==> config.mk <==
export PLATFORM = sky130hd
export DESIGN_NAME = lz4bd_queue
export DESIGN_NICKNAME = d
export VERILOG_FILES = /design/src/rtl/lz4_block_decompressor_macros.svh /design/src/rtl/lz4bd_pkg.sv /design/src/rtl/lz4bd_queue.sv
export SDC_FILE = /design/constraint.sdc
export NUM_CORES = 1
export LEC_CHECK = 0
export BUFFER_PORTS_ARGS = -buffer_cell sky130_fd_sc_hd__buf_2
export CORE_ASPECT_RATIO = 1.25
export CORE_UTILIZATION = 50
export CTS_CLUSTER_DIAMETER = 150
export DETAILED_ROUTE_END_ITERATION = 16
export GPL_TIMING_DRIVEN = 0
export HOLD_SLACK_MARGIN = 0.12
export PLACE_DENSITY = 0.76
export SETUP_SLACK_MARGIN = 0.3
export SYNTH_ARGS = -nofsm -noshare
export SYNTH_HDL_FRONTEND = slang
export SYNTH_SLANG_ARGS = --single-unit
==> constraint.sdc <==
create_clock -name clk -period 10.3 [get_ports clk]
set_clock_uncertainty 0.1 [all_clocks]
set_input_delay 0.515 -clock clk [delete_from_list [all_inputs] [get_ports clk]]
set_output_delay 0.515 -clock clk [all_outputs]
set_load 0.005 [all_outputs]
==> src/rtl/lz4_block_decompressor_macros.svh <==
// Assertion macros for the LZ4 block decompressor.
`ifndef LZ4_BLOCK_DECOMPRESSOR_MACROS_SVH
`define LZ4_BLOCK_DECOMPRESSOR_MACROS_SVH

// Check that holds on every clock edge out of reset.
`define LZ4BD_ASSERT(label, prop, msg) \
  label: assert property (@(posedge clk) disable iff (!rst_n) (prop)) else $error(msg);

// Check that an implication holds on every clock edge out of reset.
`define LZ4BD_ASSERT_IMP(label, ante, cons, msg) \
  label: assert property (@(posedge clk) disable iff (!rst_n) (ante) |-> (cons)) \
    else $error(msg);

`endif

==> src/rtl/lz4bd_pkg.sv <==
// Types and constants shared by the LZ4 block decompressor.
package lz4bd_pkg;

  localparam int unsigned HIST_AW  = 16;
  localparam int unsigned HIST_DEPTH = 1 << HIST_AW;
  localparam int unsigned LEN_W    = 23;
  localparam logic [LEN_W-1:0] LEN_MAX = '1;
  localparam logic [LEN_W-1:0] CAP_RESET = 23'd65536;

  typedef enum logic [1:0] {
    MODE_COMP = 2'd0,
    MODE_DICT = 2'd1,
    MODE_TICK = 2'd2,
    MODE_TICK_ALT = 2'd3
  } mode_t;

  typedef enum logic [2:0] {
    ST_RUN       = 3'd0,
    ST_DONE      = 3'd1,
    ST_TRUNC     = 3'd2,
    ST_ZERO_OFF  = 3'd3,
    ST_FAR_OFF   = 3'd4,
    ST_CAPACITY  = 3'd5,
    ST_OVERRUN   = 3'd6,
    ST_DISCARD   = 3'd7
  } status_t;

  typedef enum logic [2:0] {
    PH_TOKEN, PH_LIT_EXT, PH_LITERAL, PH_OFF_LO,
    PH_OFF_HI, PH_MATCH_EXT, PH_PENDING, PH_DISCARD
  } phase_t;

  // One queued job for the history side: memory op plus the result fields.
  typedef struct packed {
    logic              wr;
    logic              cp;
    logic [HIST_AW-1:0] waddr;
    logic [HIST_AW-1:0] raddr;
    logic [7:0]        data;
    logic              out_valid;
    logic              match_end;
    status_t           status;
    logic [LEN_W-1:0]  out_count;
  } cmd_t;

  typedef struct packed {
    logic       full;
    logic [1:0] level;
  } q_stat_t;

endpackage

==> src/rtl/lz4bd_queue.sv <==
// Two-entry job queue between parser and history side.
module lz4bd_queue (
  input  logic                clk,
  input  logic                rst_n,
  input  logic                push,
  input  lz4bd_pkg::cmd_t     push_cmd,
  input  logic                pop,
  output logic                head_vld,
  output lz4bd_pkg::cmd_t     head_cmd,
  output lz4bd_pkg::q_stat_t  stat
);
  import lz4bd_pkg::*;

  cmd_t       ent_r [2];
  logic       wptr_r, rptr_r;
  logic [1:0] cnt_r;

  assign head_vld   = cnt_r != 2'd0;
  assign head_cmd   = ent_r[rptr_r];
  assign stat.full  = cnt_r == 2'd2;
  assign stat.level = cnt_r;

  always_ff @(posedge clk) begin
    if (push) begin
      ent_r[wptr_r] <= push_cmd;
    end
  end

  always_ff @(posedge clk) begin
    if (!rst_n) begin
      wptr_r <= 1'b0;
      rptr_r <= 1'b0;
      cnt_r  <= 2'd0;
    end else begin
      if (push) begin
        wptr_r <= ~wptr_r;
      end
      if (pop) begin
        rptr_r <= ~rptr_r;
      end
      cnt_r <= cnt_r + {1'b0, push} - {1'b0, pop};
    end
  end
endmodule

==> results of run 1 <==
-- kinds of logic after synthesis --
group	synth area share (%)
DFF	76.4
muxes	18.7
buffers and inverters	2.82
and+or+nand+nor	0.999
xor gates and xnor gates	0.555
adders and majority gates	0.444
AOI/OAI and AO/OA	0.133
-- metrics by stage --
stage                     area, um^2  instances  worst slack (ns)
after floorplan                 5630        239              6.08
after global placement          6540        521              4.36
after detailed placement        6620        524              8.38
final                           7210        556              8.15
after global routing            7210        556              8.07
after CTS                       7210        556              8.10
-- worst max-delay path by stage --
stage          cells after the start  slack [ns]  startpoint            to
3_5_place_dp                       3        8.38        push  ent_r[0][51]
4_1_cts                            4        8.10    register  head_cmd[38]
2_1_floorplan                      1        6.08        push   ent_r[0][0]
5_1_grt                            4        8.07    register  head_cmd[38]
3_3_place_gp                       2        4.36        push   ent_r[0][7]
6_report                           4        8.15    register  head_cmd[33]
-- per-layer routing --
layer / up-vias / global-route usage (%)
met5: - / 0
met4: 0 / 8.68
met3: 18 / 5.55
met2: 109 / 26.5
met1: 1334 / 18.0
li1: 1282 / -
-- power groups by stage --
stage	Sequential, mW	Clock [mW]	Combinational (mW)
6_report	0.691	0.605	0.162
5_1_grt	0.694	0.641	0.174
4_1_cts	0.691	0.620	0.165
3_5_place_dp	0.704	0	0.164
3_3_place_gp	0.705	0	0.156
2_1_floorplan	0.704	0	0.0988
-- flip-flops by register name (all words and copies together), names as in the netlist, named ones only --
register and flops:
rptr_r 1, wptr_r 1, cnt_r 2, ent_r 140
-- layout by cell type (no fill, tap or decap), types with 2 or more instances in the layout --
cell type,Yosys,routed
and2_1,4,3
buf_12,7,9
buf_2,0,147
bufinv_16,0,3
clkbuf_16,0,17
clkinv_1,0,2
clkinv_2,0,2
clkinvlp_4,0,4
dfxtp_1,5,5
edfxtp_1,140,140
ha_1,2,2
inv_1,2,2
inv_6,0,2
mux2_4,70,70
nor2b_1,4,3
-- final cells by class --
cell class	instances	area, um^2	area share, %
buffer	8	151	2.10
clock buffer	18	429	5.95
clock inverter	14	164	2.27
inverter	2	7.51	0.104
multi-input combinational	84	1180	16.4
sequential	145	4300	59.7
tap	135	169	2.34
timing repair buffer	150	803	11.1
==> run metrics, run 1 <==
fmax 0.464 GHz; sequential share of the synthesized area around three quarters; DR iter-0 viols about 120; Starting Density roughly half; cts hold-fix bufs 0; CP arrival approximately 1.5 ns; Max-cap violations 0; fraction of layout instances using a drive strength above 1 61.8%; CP delay by family, top buffers and inverters; Power Total around 1.5 mW; P&R area growth vs syn 28.0%; hold slack final about 0.2 ns; Wirelength per Cell 16.4 um; Synth cell types 13; CP max stage cell dfxtp_1; Cell Chain, Critical Path buf_6 > buf_12 > mux2_4 > buf_2; min cycle time layout about 2.2 ns; top cell type's share of synthesized area between 70% and 80%; Routed WL approximately 9000 um; CP Max Fanout 10; worst path bufs/invs 3; Vert. Die Dim 121 um; number of synthesized register bits roughly 150; VDD IR max around 0.13 mV; Die Wd 96.9 um; critical path's largest stage delay around 0.32 ns; Sink Count 145; Core Footprint 11000 um^2; Worst-path clk slew around 0.060 ns; met2 WL post-DR a little under 5000 um; CTS tree done; highest metal layer with signal wires met4; Antenna Violating Nets Remaining 0; vias in the first global route approximately 2800; I/O pins around 150; worst r2r dst ent_r[0][8]; synthesized area around 5600 um^2; Detail Placement HPWL just over 6000 um; Clock power frac around 42%; Leakage about 2.9 nW; Mapped Cells 239; Power Internal 1.16 mW; Slew HR between 50% and 60%; Comb pwr share between 10% and 20%; GRT overflow 0; crit start category register; GPL Wtd Cong about 0.66; number of cell rows 43; first-pass GRT wire length around 14000 um; CTS H-tree depth 4; Switching Share about a fifth; Worst Hold Class in -> reg; status finished clean; initial antenna violation count 0; Hold Crit Start push_cmd[32]; Root Driver clkbuf_16; number of synthesized flops with an enable pin 140; slew at the pin with the worst max-slew slack roughly 0.63 ns; vias post-DR around 2700; top-count cell post-synth edfxtp_1; total CTS buffers 17; DR DRC count 0; syn_nets 315; Antenna Cells 0; drt first pass iters 4; Post-Syn Area per Cell around 24 um^2; Final setup viols 0; met3 wire length roughly 580 um; PortBufs 147; total of fill cells in the finished design 772; commonest cells in the netlist edfxtp_1 (140), mux2_4 (70), buf_12 (7); crit path kind reg -> out; sequential share of power 47.4%; unrepaired setup endpoints after global routing false; post-CTS resize count 0; Worst Path Required a little under 10 ns; NetSw around 0.30 mW; synth top area cells edfxtp_1 (75%), mux2_4 (19%), buf_12 (2.5%); Post-CTS Setup Inserts 0; Reg2Reg Depth 2; CTS Buffer Depth 2; Die ar. about 12000 um^2; vias per std cell between 4 and 5; Power Density between 200 and 250 nW/um^2; largest net degree at the start of global routing 63; fin crit share about a fifth; Util after Layout 65.4%; Skew-Pair Late Insertion Delay 0.40 ns; Yosys top cell by area edfxtp_1; total global-route track usage between 15 and 20%; Crit. End Element output pin; nets@finish 484; setup tns final 0 ns; Post-Route M1 WL 3510 um; Slew Limit Fails 0; hold depth 1; hold endpoint ent_r[1][32]; Synth Flop Type edfxtp_1; Fin. Hold Viols 0; asr flop ratio synth 0%; RR Startpoint wptr_r; r2r setup slk just under 9 ns; Yosys warnings 0
No activity file was read; power rests on OpenSTA's default activity.
==> run 2, diff against run 1 <==
clock period = 2.2 ns   (was 10.3 ns; I/O delays follow)
==> run 2 against run 1 <==
Highest routed layer unchanged. Final cell count increased by 13%. First-iteration DRC count decreased by 2.5%. Register-to-register slack got worse by 8.2 ns.
==> run metrics, run 2 (synthesis results as in run 1) <==
Die ar. 11700 um^2 (unchanged); Antenna Cells 0 (unchanged); total of fill cells in the finished design 668 (was 772); critical path's largest stage delay 0.33 ns (was 0.32 ns); PortBufs 147 (unchanged); Biggest register ent_r (unchanged); VDD IR max 0.559 mV (was 0.128 mV); vias in the first global route 3246 (was 2792); worst setup margin 0.424 ns (was 8.15 ns); initial antenna violation count 0 (unchanged); vias post-DR 3038 (was 2743); CTS H-tree depth 4 (unchanged); min cycle time layout around 1.8 ns; Post-CTS Setup Inserts 0 (unchanged); most frequent cells in the layout buf_2 (147), edfxtp_1 (140), dlygate4sd3_1 (73) (was buf_2 (147), edfxtp_1 (140), mux2_4 (70)); I/O pins 148 (unchanged); Worst-path clk slew 0.06 ns (about the same); Final setup viols 0 (unchanged); Wirelength per Cell 17.1 um (was 16.4 um); Die Wd 96.9 um (unchanged); Crit. End Element output pin (unchanged); Starting Density 51.1% (unchanged); Placement Setup Slack 0.401 ns (was 8.38 ns); Slew HR 61.5% (was 57.9%); Skew-Pair Late Insertion Delay 0.40 ns (about the same); total global-route track usage 18.3% (was 15.9%); slew at the pin with the worst max-slew slack 0.575 ns (was 0.630 ns); CP Max Fanout 10 (unchanged); CP max stage cell dfxtp_1 (unchanged); status finished clean (unchanged); DR iter-0 viols 118 (was 121); Detail Placement HPWL 6300 um (was 6060 um); Leakage 3.22 nW (was 2.91 nW); Fin. Hold Viols 0 (unchanged); CTS tree done (unchanged); Util after Layout 72.1% (was 65.4%); Power Total 6.94 mW (was 1.46 mW); Power Density 873 nW/um^2 (was 202 nW/um^2); Routed WL 10700 um (was 9100 um); number of cell rows 43 (unchanged); GRT overflow 0 (unchanged); number of flip-flops in the largest register 140 (unchanged); Root Driver clkbuf_16 (unchanged); vias per std cell 4.82 (was 4.93); Top Registers ent_r: 140 flops, cnt_r: 2 flops (unchanged); Sink Count 145 (unchanged); Vert. Die Dim 121 um (unchanged); unrepaired setup endpoints after global routing false (unchanged); Antenna Violating Nets Remaining 0 (unchanged); crit start category register (unchanged); post-CTS resize count 0 (unchanged); fmax approximately 0.56 GHz; fraction of layout instances using a drive strength above 1 53.1% (was 61.8%); Cell Chain, Critical Path buf_6 > buf_12 > mux2_4 > buf_2 (unchanged); crit path kind reg -> out (unchanged); CTS Buffer Depth 2 (unchanged); total CTS buffers 17 (unchanged); Worst Path Required 1.99 ns (was 9.69 ns); nets@finish 558 (was 484); Max-cap violations 0 (unchanged); P&R area growth vs syn 41.1% (was 28.0%); Slew Limit Fails 0 (unchanged); DR DRC count 0 (unchanged); largest net degree at the start of global routing 40 (was 63); cell area after placement 6620 um^2 (about the same); drt first pass iters 4 (unchanged); CP arrival 1.57 ns (was 1.54 ns); fin crit share between 80% and 90%; Post-Layout Inst Area 7950 um^2 (was 7210 um^2); commonest non-fill, non-tap cell in the layout buf_2 (unchanged); Worst Hold Class in -> reg (unchanged); first-pass GRT wire length 16000 um (was 13700 um); Core Footprint 11000 um^2 (unchanged); GPL Wtd Cong 0.674 (was 0.662); setup tns final 0 ns (unchanged)
run 2: worst paths after layout:
path           startpoint           end  slack [ns]  cells after the start
max reg2reg        wptr_r   ent_r[1][0]        0.59                      2
max              register   head_cmd[5]        0.42                      4
min reg2reg        rptr_r      register        0.51                      2
min          push_cmd[27]  ent_r[0][27]        0.33                      2
run 2: power by group:
group	internal, mW	switching [mW]	total, mW
sequential	3.19	0.0464	3.24
clock	1.78	1.05	2.83
combinational	0.538	0.336	0.874
total	5.51	1.44	6.94
run 2: final cells by class:
class,count,area (um^2),area share [%]
clock inverter,14,164,2.06
sequential,145,4310,54.2
timing repair buffer,223,1530,19.3
inverter,2,7.51,0.0944
clock buffer,18,429,5.40
buffer,8,151,1.90
multi-input combinational,85,1190,15.0
tap,135,169,2.12
run 2: critical path, delay by kind of cell, from the launching register on:
| kind | cells | cell delay [ns] |
|---|---|---|
| buffers and inverters | 3 | 0.53 |
| DFF | 1 | 0.33 |
| muxes | 1 | 0.30 |
run 2: metal layers:
metal	share of wire [%]	GRT usage, %	up-vias	wire length (um)
met5	0	0	-	0
met4	1.3	7.84	0	144
met3	4.1	5.55	10	441
met2	56	33.8	103	6040
met1	38	19.3	1489	4110
li1	-	-	1436	-
run 2: timing repair:
item	CTS	global route
hold buffers	73	0
hold endpoints to repair	145	0
setup endpoints to repair	0	24
run 2: per-stage QoR:
step,hold slack (ns),std cells
final,0.328,630
after CTS,0.308,629
after floorplan,0.109,239
after detailed placement,0.201,524
after global placement,0.197,521
after global routing,0.309,630
==> run 3, diff against run 2 <==
CORE_UTILIZATION = 47   (was 50)
PLACE_DENSITY = 0.75   (was 0.76)
clock period = 1.45 ns   (was 2.2 ns; I/O delays follow)
==> run 3 against run 2 <==
Critical path type unchanged. Hold slack got worse by 0.051 ns. Clock power rose by 56%. The run now ends with negative setup slack left. Highest routed layer unchanged. Critical endpoint unchanged. Total power rose by 65%. Setup slack got worse by 0.67 ns.
==> run metrics, run 3 (synthesis results as in run 1) <==
Skew-Pair Late Insertion Delay 0.40 ns (about the same); total of fill cells in the finished design 571 (was 668); placed instance count 550 (was 524); fin crit share 117%; DR DRC count 0 (unchanged); first-pass GRT wire length 20500 um (was 16000 um); failing checks negative setup slack; Antenna Cells 0 (unchanged); Core Footprint 11700 um^2 (was 11000 um^2); Post-Route M1 WL 5260 um (was 4110 um); drt first pass iters 4 (unchanged); vias post-DR 3351 (was 3038); Max-cap violations 0 (unchanged); Cell Chain, Critical Path clkbuf_16 > clkbuf_16 > mux2_4 > buf_6 (was buf_6 > buf_12 > mux2_4 > buf_2); CTS tree done (unchanged); crit path kind reg -> out (unchanged); Leakage 3.85 nW (was 3.22 nW); Post-Layout Cell Count 706 (was 630); total CTS buffers 17 (unchanged); setup tns final -16.02 ns (was 0 ns); slew at the pin with the worst max-slew slack 0.340 ns (was 0.575 ns); Slew HR 77.3% (was 61.5%); cell area after placement 6640 um^2 (was 6620 um^2); Crit. End Element output pin (unchanged); Biggest register ent_r (unchanged); total global-route track usage 23.3% (was 18.3%); Worst Hold Class in -> reg (unchanged); worst setup margin -0.248 ns (was 0.424 ns); met2 WL post-DR 8170 um (was 6040 um); Detail Placement HPWL 6120 um (was 6300 um); Slew Limit Fails 0 (unchanged); min cycle time layout around 1.7 ns; Sink Count 145 (unchanged); VDD IR max 0.931 mV (was 0.559 mV); number of flip-flops in the largest register 140 (unchanged); Starting Density 48.3% (was 51.1%); Fin. Hold Viols 0 (unchanged); Power Density 1220 nW/um^2 (was 873 nW/um^2); unrepaired setup endpoints after global routing true (was false); CP max stage cell dfxtp_4 (was dfxtp_1); P&R area growth vs syn 67.7% (was 41.1%); GRT overflow 0 (unchanged); I/O pins 148 (unchanged); Root Driver clkbuf_16 (unchanged); number of cell rows 44 (was 43); vias in the first global route 3805 (was 3246); Worst-path clk slew 0.06 ns (about the same); highest metal layer with signal wires met4 (unchanged); worst path bufs/invs 3 (unchanged); Top Registers ent_r: 140 flops, cnt_r: 2 flops (unchanged); largest net degree at the start of global routing 17 (was 40); CP delay by family, top buffers and inverters (unchanged); Routed WL 14100 um (was 10700 um); GPL Wtd Cong 0.635 (was 0.674); initial antenna violation count 0 (unchanged); most frequent cells in the layout edfxtp_1 (140), buf_6 (89), buf_2 (76) (was buf_2 (147), edfxtp_1 (140), dlygate4sd3_1 (73)); CP arrival 1.53 ns (was 1.57 ns); Die ar. 12400 um^2 (was 11700 um^2); Final setup viols 70 (was 0); met3 wire length 504 um (was 441 um); fmax around 0.6 GHz; Die Wd 99.9 um (was 96.9 um); Util after Layout 81.0% (was 72.1%); Antenna Violating Nets Remaining 0 (unchanged); PortBufs 147 (unchanged); CP Max Fanout 5 (was 10); critical path's largest stage delay 0.37 ns (was 0.33 ns); commonest non-fill, non-tap cell in the layout edfxtp_1 (was buf_2); CTS Buffer Depth 2 (unchanged); crit start category register (unchanged); Post-Layout Inst Area 9450 um^2 (was 7950 um^2); CTS H-tree depth 4 (unchanged); cell mode on critical path clkbuf_16; vias per std cell 4.75 (was 4.82); fraction of layout instances using a drive strength above 1 59.1% (was 53.1%); status finished, violations left (was finished clean); Worst Path Required 1.28 ns (was 1.99 ns); Wirelength per Cell 20.0 um (was 17.1 um); nets@finish 608 (was 558); DR iter-0 viols 90 (was 118); Vert. Die Dim 124 um (was 121 um)
-- run 3: final timing paths --
kind | from | end | slack [ns] | cells after the start
max reg2reg | wptr_r | ent_r[0][38] | 0.03 | 5
max | register | head_cmd[5] | -0.25 | 4
min reg2reg | rptr_r | register | 0.55 | 2
min | push | ent_r[1][62] | 0.28 | 4
-- run 3: final cells by class --
type                       count  area (um^2)  share of cell area [%]
sequential                   145         4320                    45.7
timing repair buffer         272         2920                    30.9
multi-input combinational     86         1240                    13.1
clock buffer                  24          502                    5.31
tap                          161          201                    2.13
buffer                         8          160                    1.69
clock inverter                 8          104                    1.10
inverter                       2         12.5                   0.132
-- run 3: where the power goes --
| group | internal, mW | switching, mW | leakage, nW |
|---|---|---|---|
| registers | 4.85 | 0.0812 | 1.36 |
| logic | 1.43 | 0.716 | 2.20 |
| clock network | 2.77 | 1.64 | 0.296 |
-- run 3: metrics by stage --
stage / power (mW) / hold slack [ns] / setup WS, ns
4_1_cts: 11.3 / 0.169 / -0.268
2_1_floorplan: 5.69 / 0.0714 / -0.442
3_3_place_gp: 6.10 / 0.161 / -0.952
6_report: 11.5 / 0.277 / -0.248
5_1_grt: 11.9 / 0.275 / -0.290
3_5_place_dp: 6.16 / 0.163 / -0.122
-- run 3: per-layer routing --
layer,global-route usage (%),up-vias
li1,-,1546
met5,0,-
met3,4.99,16
met1,25.0,1672
met4,8.30,0
met2,44.1,117
-- run 3: timing repair --
| item | 4_1_cts | 5_1_grt |
|---|---|---|
| resized for setup | 119 | 22 |
| hold endpoints to repair | 161 | 0 |
| pin swaps | 4 | 1 |
| cloned | 19 | 4 |
| hold buffers | 73 | 0 |
| endpoints found under the setup margin | 215 | 217 |
| buffers inserted | 22 | 6 |
-- run 3: worst register-to-register path: cells and delay by family, from the launching register on --
family / cells / cell delay (ns)
buffers and inverters: 4 / 0.52
AND/OR/NAND/NOR: 1 / 0.17
flip-flops: 1 / 0.35
