===== src/rtl/lz4_block_decompressor_macros.svh =====
// Assertion macros for the LZ4 block decompressor.
`ifndef LZ4_BLOCK_DECOMPRESSOR_MACROS_SVH
`define LZ4_BLOCK_DECOMPRESSOR_MACROS_SVH

// Check that holds on every clock edge out of reset.
`define LZ4BD_ASSERT(label, prop, msg) \
  label: assert property (@(posedge clk) disable iff (!rst_n) (prop)) else $error(msg);

// Check that an implication holds on every clock edge out of reset.
`define LZ4BD_ASSERT_IMP(label, ante, cons, msg) \
  label: assert property (@(posedge clk) disable iff (!rst_n) (ante) |-> (cons)) \
    else $error(msg);

`endif


===== src/rtl/lz4bd_pkg.sv =====
// Types and constants shared by the LZ4 block decompressor.
package lz4bd_pkg;

  localparam int unsigned HIST_AW  = 16;
  localparam int unsigned HIST_DEPTH = 1 << HIST_AW;
  localparam int unsigned LEN_W    = 23;
  localparam logic [LEN_W-1:0] LEN_MAX = '1;
  localparam logic [LEN_W-1:0] CAP_RESET = 23'd65536;

  typedef enum logic [1:0] {
    MODE_COMP = 2'd0,
    MODE_DICT = 2'd1,
    MODE_TICK = 2'd2,
    MODE_TICK_ALT = 2'd3
  } mode_t;

  typedef enum logic [2:0] {
    ST_RUN       = 3'd0,
    ST_DONE      = 3'd1,
    ST_TRUNC     = 3'd2,
    ST_ZERO_OFF  = 3'd3,
    ST_FAR_OFF   = 3'd4,
    ST_CAPACITY  = 3'd5,
    ST_OVERRUN   = 3'd6,
    ST_DISCARD   = 3'd7
  } status_t;

  typedef enum logic [2:0] {
    PH_TOKEN, PH_LIT_EXT, PH_LITERAL, PH_OFF_LO,
    PH_OFF_HI, PH_MATCH_EXT, PH_PENDING, PH_DISCARD
  } phase_t;

  // One queued job for the history side: memory op plus the result fields.
  typedef struct packed {
    logic              wr;
    logic              cp;
    logic [HIST_AW-1:0] waddr;
    logic [HIST_AW-1:0] raddr;
    logic [7:0]        data;
    logic              out_valid;
    logic              match_end;
    status_t           status;
    logic [LEN_W-1:0]  out_count;
  } cmd_t;

  typedef struct packed {
    logic       full;
    logic [1:0] level;
  } q_stat_t;

endpackage


===== src/rtl/lz4bd_front.sv =====
// Parser: takes input items, tracks block state and issues history jobs.
module lz4bd_front #(
  parameter int unsigned MAX_BLOCK_BYTES = 4194304
) (
  input  logic                  clk,
  input  logic                  rst_n,
  input  logic                  acc,
  input  logic [1:0]            mode,
  input  logic [7:0]            in_byte,
  input  logic                  block_end,
  input  logic                  cfg_we,
  input  logic [22:0]           cfg_wdata,
  output lz4bd_pkg::cmd_t       cmd
);
  import lz4bd_pkg::*;

  localparam logic [LEN_W:0] MAX_B = (LEN_W+1)'(MAX_BLOCK_BYTES);

  phase_t            phase_r, phase_nxt;
  logic [HIST_AW-1:0] wp_r, wp_nxt, off_r, off_nxt;
  logic [HIST_AW:0]  fill_r, fill_nxt;
  logic [LEN_W-1:0]  prod_r, prod_nxt, len_r, len_nxt, rem_r, rem_nxt, cap_r;
  logic [3:0]        nib_r, nib_nxt;
  logic              eam_r, eam_nxt;
  logic [LEN_W:0]    cap_eff;
  logic [LEN_W:0]    sum;
  logic [LEN_W-1:0]  sat;
  logic [HIST_AW-1:0] off_full;
  logic              do_fail, do_clr, do_push;
  status_t           fcode;

  function automatic logic fits(input logic [LEN_W-1:0] p, input logic [LEN_W-1:0] n,
                                input logic [LEN_W:0] c);
    logic [LEN_W:0] s;
    s = {1'b0, p} + {1'b0, n};
    return s <= c;
  endfunction

  assign cap_eff = ({1'b0, cap_r} > MAX_B) ? MAX_B : {1'b0, cap_r};
  assign sum     = {1'b0, len_r} + {{LEN_W-7{1'b0}}, in_byte};
  assign sat     = sum[LEN_W] ? LEN_MAX : sum[LEN_W-1:0];
  assign off_full = {in_byte, off_r[7:0]};

  always_ff @(posedge clk) begin
    if (!rst_n) begin
      phase_r <= PH_TOKEN;
      wp_r    <= '0;
      fill_r  <= '0;
      prod_r  <= '0;
      len_r   <= '0;
      nib_r   <= '0;
      off_r   <= '0;
      rem_r   <= '0;
      eam_r   <= 1'b0;
      cap_r   <= CAP_RESET;
    end else begin
      phase_r <= phase_nxt;
      wp_r    <= wp_nxt;
      fill_r  <= fill_nxt;
      prod_r  <= prod_nxt;
      len_r   <= len_nxt;
      nib_r   <= nib_nxt;
      off_r   <= off_nxt;
      rem_r   <= rem_nxt;
      eam_r   <= eam_nxt;
      if (cfg_we) begin
        cap_r <= cfg_wdata;
      end
    end
  end

  always_comb begin
    phase_nxt = phase_r;
    wp_nxt    = wp_r;
    fill_nxt  = fill_r;
    prod_nxt  = prod_r;
    len_nxt   = len_r;
    nib_nxt   = nib_r;
    off_nxt   = off_r;
    rem_nxt   = rem_r;
    eam_nxt   = eam_r;
    cmd       = '0;
    cmd.status = ST_RUN;
    do_fail   = 1'b0;
    do_clr    = 1'b0;
    do_push   = 1'b0;
    fcode     = ST_RUN;
    cmd.waddr = wp_r;
    cmd.raddr = wp_r - off_r;
    cmd.data  = in_byte;

    if (acc) begin
      if (mode_t'(mode) == MODE_DICT) begin
        if (phase_r == PH_TOKEN && prod_r == '0) begin
          do_push = 1'b1;
        end else if (phase_r == PH_DISCARD) begin
          cmd.status = ST_DISCARD;
        end
      end else if (mode[1]) begin
        if (phase_r == PH_PENDING) begin
          do_push = 1'b1;
          cmd.cp = 1'b1;
          cmd.out_valid = 1'b1;
          prod_nxt = prod_r + 1'b1;
          rem_nxt  = rem_r - 1'b1;
          if (rem_r == LEN_W'(1)) begin
            cmd.match_end = 1'b1;
            if (eam_r) begin
              cmd.out_count = prod_r + 1'b1;
              cmd.status = ST_DONE;
              do_clr = 1'b1;
            end else begin
              phase_nxt = PH_TOKEN;
            end
          end
        end else if (phase_r == PH_DISCARD) begin
          cmd.status = ST_DISCARD;
        end
      end else begin
        unique case (phase_r)
          PH_TOKEN: begin
            len_nxt = LEN_W'(in_byte[7:4]);
            nib_nxt = in_byte[3:0];
            if (in_byte[7:4] == 4'hF) begin
              if (block_end) begin
                do_fail = 1'b1; fcode = ST_TRUNC;
              end else begin
                phase_nxt = PH_LIT_EXT;
              end
            end else if (in_byte[7:4] != 4'h0) begin
              if (!fits(prod_r, LEN_W'(in_byte[7:4]), cap_eff)) begin
                do_fail = 1'b1; fcode = ST_CAPACITY;
              end else if (block_end) begin
                do_fail = 1'b1; fcode = ST_TRUNC;
              end else begin
                phase_nxt = PH_LITERAL;
              end
            end else if (block_end) begin
              cmd.out_count = prod_r;
              cmd.status = ST_DONE;
              do_clr = 1'b1;
            end else begin
              phase_nxt = PH_OFF_LO;
            end
          end
          PH_LIT_EXT: begin
            len_nxt = sat;
            if (in_byte == 8'hFF) begin
              if (block_end) begin
                do_fail = 1'b1; fcode = ST_TRUNC;
              end
            end else if (!fits(prod_r, sat, cap_eff)) begin
              do_fail = 1'b1; fcode = ST_CAPACITY;
            end else if (block_end) begin
              do_fail = 1'b1; fcode = ST_TRUNC;
            end else begin
              phase_nxt = PH_LITERAL;
            end
          end
          PH_LITERAL: begin
            if (block_end && len_r > LEN_W'(1)) begin
              do_fail = 1'b1; fcode = ST_TRUNC;
            end else begin
              do_push = 1'b1;
              cmd.out_valid = 1'b1;
              prod_nxt = prod_r + 1'b1;
              len_nxt  = len_r - 1'b1;
              if (len_r == LEN_W'(1)) begin
                if (block_end) begin
                  cmd.out_count = prod_r + 1'b1;
                  cmd.status = ST_DONE;
                  do_clr = 1'b1;
                end else begin
                  phase_nxt = PH_OFF_LO;
                end
              end
            end
          end
          PH_OFF_LO: begin
            off_nxt = HIST_AW'(in_byte);
            if (block_end) begin
              do_fail = 1'b1; fcode = ST_TRUNC;
            end else begin
              phase_nxt = PH_OFF_HI;
            end
          end
          PH_OFF_HI: begin
            off_nxt = off_full;
            if (off_full == '0) begin
              do_fail = 1'b1; fcode = ST_ZERO_OFF;
            end else if ({1'b0, off_full} > fill_r) begin
              do_fail = 1'b1; fcode = ST_FAR_OFF;
            end else if (nib_r == 4'hF) begin
              len_nxt = LEN_W'(19);
              if (block_end) begin
                do_fail = 1'b1; fcode = ST_TRUNC;
              end else begin
                phase_nxt = PH_MATCH_EXT;
              end
            end else if (!fits(prod_r, LEN_W'(nib_r) + LEN_W'(4), cap_eff)) begin
              do_fail = 1'b1; fcode = ST_CAPACITY;
            end else begin
              rem_nxt = LEN_W'(nib_r) + LEN_W'(4);
              eam_nxt = block_end;
              phase_nxt = PH_PENDING;
            end
          end
          PH_MATCH_EXT: begin
            len_nxt = sat;
            if (in_byte == 8'hFF) begin
              if (block_end) begin
                do_fail = 1'b1; fcode = ST_TRUNC;
              end
            end else if (!fits(prod_r, sat, cap_eff)) begin
              do_fail = 1'b1; fcode = ST_CAPACITY;
            end else begin
              rem_nxt = sat;
              eam_nxt = block_end;
              phase_nxt = PH_PENDING;
            end
          end
          PH_PENDING: begin
            do_fail = 1'b1; fcode = ST_OVERRUN;
          end
          PH_DISCARD: begin
            cmd.status = ST_DISCARD;
            do_clr = block_end;
          end
          default: ;
        endcase
      end

      if (do_push) begin
        cmd.wr = 1'b1;
        wp_nxt = wp_r + 1'b1;
        if (!fill_r[HIST_AW]) begin
          fill_nxt = fill_r + 1'b1;
        end
      end
      if (do_fail) begin
        cmd.status = fcode;
        if (block_end) begin
          do_clr = 1'b1;
        end else begin
          phase_nxt = PH_DISCARD;
        end
      end
      if (do_clr) begin
        phase_nxt = PH_TOKEN;
        wp_nxt    = '0;
        fill_nxt  = '0;
        prod_nxt  = '0;
        len_nxt   = '0;
        nib_nxt   = '0;
        off_nxt   = '0;
        rem_nxt   = '0;
        eam_nxt   = 1'b0;
      end
    end
  end
endmodule


===== config.mk =====
export PLATFORM = sky130hd
export DESIGN_NAME = lz4bd_front
export DESIGN_NICKNAME = d
export VERILOG_FILES = /design/src/rtl/lz4_block_decompressor_macros.svh /design/src/rtl/lz4bd_pkg.sv /design/src/rtl/lz4bd_front.sv
export SDC_FILE = /design/constraint.sdc
export NUM_CORES = 1
export LEC_CHECK = 0
export ABC_AREA = 1
export BUFFER_PORTS_ARGS = -buffer_cell sky130_fd_sc_hd__buf_2
export CAP_MARGIN = 20
export CORE_AREA = 2 2 231 233
export CTS_CLUSTER_SIZE = 8
export DETAILED_ROUTE_END_ITERATION = 16
export DIE_AREA = 0 0 233 235
export HOLD_SLACK_MARGIN = 0.05
export PLACE_DENSITY = 0.45
export SLEW_MARGIN = 20
export SYNTH_ARGS = -nofsm -noshare
export SYNTH_HDL_FRONTEND = slang
export SYNTH_SLANG_ARGS = --single-unit

===== constraint.sdc =====
create_clock -name clk -period 7.2 [get_ports clk]
set_clock_uncertainty 0.05 [all_clocks]
set_input_delay 0 -clock clk [delete_from_list [all_inputs] [get_ports clk]]
set_output_delay 0 -clock clk [all_outputs]
set_load 0.05 [all_outputs]

==> flow_summary_export.csv, run 1 <==
group,metric,value,unit
layout,area_delta_synth_final,16.3,%
layout,antenna_cells,0,
critical_path,cp_slowest_cell,"dfxtp_2",
power_and_ir_drop,powerDensity,169,nW/um2
floorplan,core_area,52200,um2
floorplan,dieArea,54800,um2
layout,postLayoutCellArea,18100,um2
placed_design,portBuffers,107,
hold_path,hp-class,"in2reg",
critical_path,max_stage_delay,0.35,ns
detailed_routing,drtPass1Iterations,6,
critical_path,critical_path.max_fanout,8,
grt,grt_overflow,0,
critical_path,required,7.15,ns
critical_path,worstSetupEndpointType,"primary output",
sta,worst_slew_pin_slew,1.05,ns
clock_tree,cts_tree,"yes",
detailed_routing,wl_per_cell,18.3,um
critical_path,arrival,6.61,ns
sta,hold_viol,0,
synthesis,yosys_warnings,0,
detailed_routing,drc,0,
synthesis,synthTopCellsByArea,"dfxtp_1 19%, ha_1 12%, nand2_1 11%",
grt,grt_pass1_wl,92.3,mm
power_and_ir_drop,leakage,0.00824,uW
clock_tree,cts_made_buffers,17,
sta,setup_violations,0,
synthesis,ys_seq_area_share,19.1,%
clock_tree,h-tree-depth,4,
synthesis,synthArstFlopShare,0,%
synthesis,synth-edff-count,0,
sta,setup_slack,0.539,ns
floorplan,die_y,235,um
sta,timing.fmax,150,MHz
outcome,status,"finished, final reports clean",
detailed_routing,ant_nets,0,
synthesis,synth.avg_cell_area,6.35,um2
critical_path,crit_buf_inv,7,
clock_tree,path_clk_slew,0.07,ns
synthesis,synth_area_leader_cell,"dfxtp_1",
sta,hold_slack,0.159,ns
synthesis,ys.flop_type,"dfxtp_1",
detailed_routing,drt-initial-drc-count,1412,
floorplan,io_pins,108,
synthesis,ys_types,66,
layout,drive_above_1_share,11.2,%
placed_design,post-dp-hpwl,46.8,mm
grt,grt_start_max_net_pins,76,
synthesis,yosys.area.top_type_share,19.1,%
detailed_routing,drt_wl_total,60.3,mm
critical_path,crit_family,"simple AND/OR/NAND/NOR gates",
detailed_routing,vias_per_cell,5.14,
floorplan,rows,84,
placed_design,place_area,16800,um2
critical_path,path_class,"reg2out",
clock_tree,clock-sinks,149,
critical_path,worst_setup_path_start_kind,"register",
power_and_ir_drop,ir_worst_vdd,154,uV
layout,multi_input_comb_area,11100,um2
detailed_routing,vias,16900,
synthesis,ys_ff_latch,149,
sta,slew_viol_final,0,
placed_design,gp_congestion,0.892,
synthesis,synth_area,15600,um2
placed_design,place_ws,-0.177,ns
floorplan,initial_core_util,29.8,%
layout,fill_cells,5718,
synthesis,syn_inst,2456,
sta,tns,0,ns
synthesis,synthTopCellsByCount,"475 x nand2_1, 339 x nor2_1, 265 x inv_1, 228 x a21oi_1, 156 x nand3_1",
layout,layout.cells.non_filler,3291,
layout,nNetsFinal,2782,
grt,grt_pass1_vias,15800,
synthesis,synthMostInstantiatedCell,"nand2_1",
sta,timing.final.crit_share,92.5,%
sta,min_period,6.66,ns
clock_tree,clockBufferDepth,2,
critical_path,cp_common_cell,"nand2_1",
placed_design,dp.cells,3202,
job,cap_violations,0,
clock_tree,clkLatencyLatePin,0.49,ns
clock_tree,root_buffer,"clkbuf_16",
layout,regArea,2990,um2
floorplan,die_x,233,um
sta,slew_headroom,30.2,%
synthesis,syn_nets,2648,
grt,grt.total_usage,21.9,%
grt,antenna_found_initial,0,
[layout make-up]
type / count / area share (%)
Clock inverter: 13 / 1.07
Multi-Input combinational cell: 1929 / 61.1
Sequential cell: 149 / 16.5
Tap cell: 688 / 4.75
Timing Repair Buffer: 212 / 8.27
Clock buffer: 19 / 2.50
Inverter: 281 / 5.88
[layout by cell type, fill, tap and decap left out, types with 12 or more instances in the layout]
cell,synthesis,final
nor3_1,47,46
o22ai_1,14,14
nand3_1,156,156
dfxtp_1,149,147
a21oi_1,228,223
buf_2,29,106
ha_1,149,149
nor4_1,17,17
nand2_1,475,473
nand4_1,38,38
a211oi_1,16,16
dlygate4sd3_1,0,55
a31oi_1,23,23
nor2_4,10,12
buf_4,15,46
nor2_1,339,334
xor2_1,109,109
xnor2_1,19,19
o21ai_0,126,118
inv_1,265,264
nor2_2,14,17
clkbuf_16,0,17
o21ai_1,35,39
[routing by layer]
metal	GRT usage [%]	wire length [um]	vias up
met5	0	0	-
met4	6.68	1360	0
met3	2.95	3190	61
met2	35.6	27700	491
met1	30.0	28000	7904
li1	-	-	8454
[sequential cells by signal, summed over array words and instances, names as in the netlist]
signal	cells
cap_r	23
len_r	23
prod_r	23
rem_r	23
fill_r	17
off_r	16
wp_r	16
nib_r	4
phase_r	3
eam_r	1
[cells by family (layout without fill, tap and decap cells)]
group,after synthesis,after routing,synth area share (%)
buffers and inverters,378,525,10.5
AOI/OAI and AO/OA,506,506,18.2
adders and majority gates,154,154,12.6
xor gates and xnor gates,128,128,7.19
DFF,149,149,19.1
and+or+nand+nor,1141,1141,32.4
[final timing paths]
kind,startpoint,to,slack (ns),cells after the start
worst max-delay path,len_r[2],cmd[24],0.54,40
worst min-delay path,in_byte[2],off_r[10],0.16,6
worst max register to register,len_r[2],fill_r[14],0.59,43
worst min register to register,off_r[13],off_r[13],0.42,2
[power breakdown]
part	switching, uW	internal, uW
combinational	732	374
clock	430	603
sequential	61.0	862
total	1220	1840
[tightest hold or removal path: cells and delay by family]
family / cells / cell delay, ns
AOI/OAI and AO/OA: 1 / 0.06
buffers and inverters: 3 / 0.43
and+or+nand+nor: 2 / 0.15
[what timing repair did]
action | 4_1_cts | 5_1_grt
pin swaps | 1 | 6
buffers inserted | 1 | 1
setup endpoints to repair | 105 | 129
hold endpoints to repair | 50 | 0
hold buffers | 55 | 0
gates resized for setup | 8 | 30
[per-stage QoR]
step	total power [uW]	util, %
global placement	2000	32.2
finish	3060	34.7
global route	3240	34.7
detailed placement	2010	32.2
floorplan	1710	-
CTS	3080	34.5
Power figures use the tool's default switching activity.
==> run 2, diff against run 1 <==
Settings changed: MAX_ROUTING_LAYER set to met4.
==> flow_summary_export.csv, run 2 (synthesized netlist as in run 1, its figures left out) <==
group,metric,value,unit
outcome,status,"finished, final reports clean",
detailed_routing,drc,0,
detailed_routing,vias_per_cell,5.12,
detailed_routing,drt-initial-drc-count,1299,
placed_design,place_area,16800,um2
layout,multi_input_comb_area,11100,um2
power_and_ir_drop,powerDensity,166,nW/um2
sta,min_period,6.76,ns
sta,setup_violations,0,
layout,fill_cells,5717,
critical_path,required,7.53,ns
floorplan,die_y,235,um
grt,grt_pass1_wl,93.2,mm
placed_design,portBuffers,107,
critical_path,path_class,"reg2reg",
critical_path,worst_setup_path_start_kind,"register",
sta,timing.final.crit_share,93.9,%
layout,final_cell_mix,"473 x nand2_1, 334 x nor2_1, 263 x inv_1, 224 x a21oi_1, 155 x nand3_1",
critical_path,crit_buf_inv,4,
hold_path,holdPathStages,4,
critical_path,cp_slowest_cell,"dlygate4sd3_1",
hold_path,hp-class,"in2reg",
sta,slew_viol_final,0,
sta,slew_headroom,28.9,%
grt,antenna_found_initial,0,
detailed_routing,ant_nets,0,
layout,area_delta_synth_final,15.6,%
grt,grt_pass1_vias,15900,
layout,final_common_cell,"nand2_1",
grt,grt_start_max_net_pins,76,
sta,hold_viol,0,
power_and_ir_drop,leakage,0.00818,uW
sta,worst_slew_pin_slew,1.06,ns
layout,drive_above_1_share,11.1,%
placed_design,post-dp-hpwl,46.7,mm
power_and_ir_drop,ir_worst_vdd,174,uV
critical_path,cp_common_cell,"nand2_1",
clock_tree,clockBufferDepth,2,
critical_path,critical_path.max_fanout,10,
critical_path,cp.depth,42,
job,cap_violations,0,
floorplan,die_x,233,um
grt,grt.total_usage,22.7,%
placed_design,gp_congestion,0.929,
layout,postLayoutCellArea,18000,um2
layout,nNetsFinal,2780,
floorplan,dieArea,54800,um2
critical_path,ff2ff_path_depth,42,
floorplan,initial_core_util,29.8,%
critical_path,arrival,7.09,ns
detailed_routing,wl_per_cell,18.3,um
critical_path,worstSetupEndpointType,"register",
sta,timing.fmax,148,MHz
grt,grt_overflow,0,
clock_tree,cts_tree,"yes",
critical_path,crit_family,"simple AND/OR/NAND/NOR gates",
layout,antenna_cells,0,
floorplan,core_area,52200,um2
floorplan,io_pins,108,
critical_path,max_stage_delay,0.60,ns
layout,regArea,2990,um2
floorplan,rows,84,
clock_tree,h-tree-depth,4,
clock_tree,root_buffer,"clkbuf_16",
clock_tree,path_clk_slew,0.07,ns
clock_tree,cts_made_buffers,17,
detailed_routing,vias,16800,
detailed_routing,drt_wl_total,60.1,mm
layout,fin_util,34.5,%
clock_tree,clkLatencyLatePin,0.50,ns
clock_tree,clock-sinks,149,
detailed_routing,drtPass1Iterations,7,
-- run 2: cell count changes in the layout (fill, tap and decap cells not counted), sizes merged --
cell    previous run  this run
bufinv             4         2
clkbuf            19        21
clkinv             9        10
buf              157       154
-- run 2: per-layer routing --
metal	share of wire, %	GRT usage (%)	vias up
met5	0	-	-
met4	1.6	4.98	0
met3	4.2	3.45	54
met2	46	36.1	358
met1	48	30.2	7978
li1	-	-	8457
-- run 2: area by class of cell --
cell class              instances  share of cell area [%]
well taps                     688                    4.78
multi-input cells            1929                    61.4
flip-flops and latches        149                    16.6
inverters                     281                    5.92
clock inverters                12                   0.799
clock buffers                  20                    2.48
repair buffers                210                    8.08
-- run 2: worst paths after layout --
| path | startpoint | endpoint | slack [ns] |
|---|---|---|---|
| hold reg to reg | off_r[10] | off_r[10] | 0.42 |
| setup / recovery | len_r[2] | phase_r[0] | 0.44 |
| hold / removal | in_byte[6] | off_r[6] | 0.09 |
| setup reg to reg | len_r[2] | phase_r[0] | 0.44 |
-- run 2: power breakdown --
| part | internal (uW) | total, uW | switching, uW |
|---|---|---|---|
| combinational | 372 | 1100 | 728 |
| sequential | 862 | 925 | 63.5 |
| clock | 524 | 958 | 434 |
| total | 1760 | 2980 | 1230 |
-- run 2: through the flow --
stage / total power (uW) / worst slack (ns) / instances / hold slack, ns / TNS [ns]
final: 2980 / 0.441 / 3289 / 0.0863 / 0
after global routing: 3180 / -0.0186 / 3289 / 0.0805 / -0.0186
after CTS: 3010 / 0.0114 / 3288 / 0.0542 / 0
after detailed placement: 2000 / 0.0971 / 3201 / 0.180 / 0
after global placement: 2000 / 0.237 / 3201 / 0.175 / 0
after floorplan: 1710 / 0.684 / 2456 / 0.0763 / 0
-- run 2: worst reg2reg max path: cells and delay by family, from the launching register on --
kind | cells | cell delay (ns)
buffers and inverters | 4 | 0.98
XOR/XNOR | 1 | 0.17
AO/OA/AOI/OAI | 12 | 1.65
flip-flops | 1 | 0.35
adder cells (fa/ha/maj) | 4 | 1.25
AND/OR/NAND/NOR | 21 | 2.20
-- run 2: what timing repair did --
action / CTS / global route
setup buffers: 0 / 1
hold buffers: 55 / 0
endpoints found under the hold margin: 51 / 0
endpoints found under the setup margin: 3 / 129
pin swaps: 1 / 5
gates resized for setup: 6 / 28
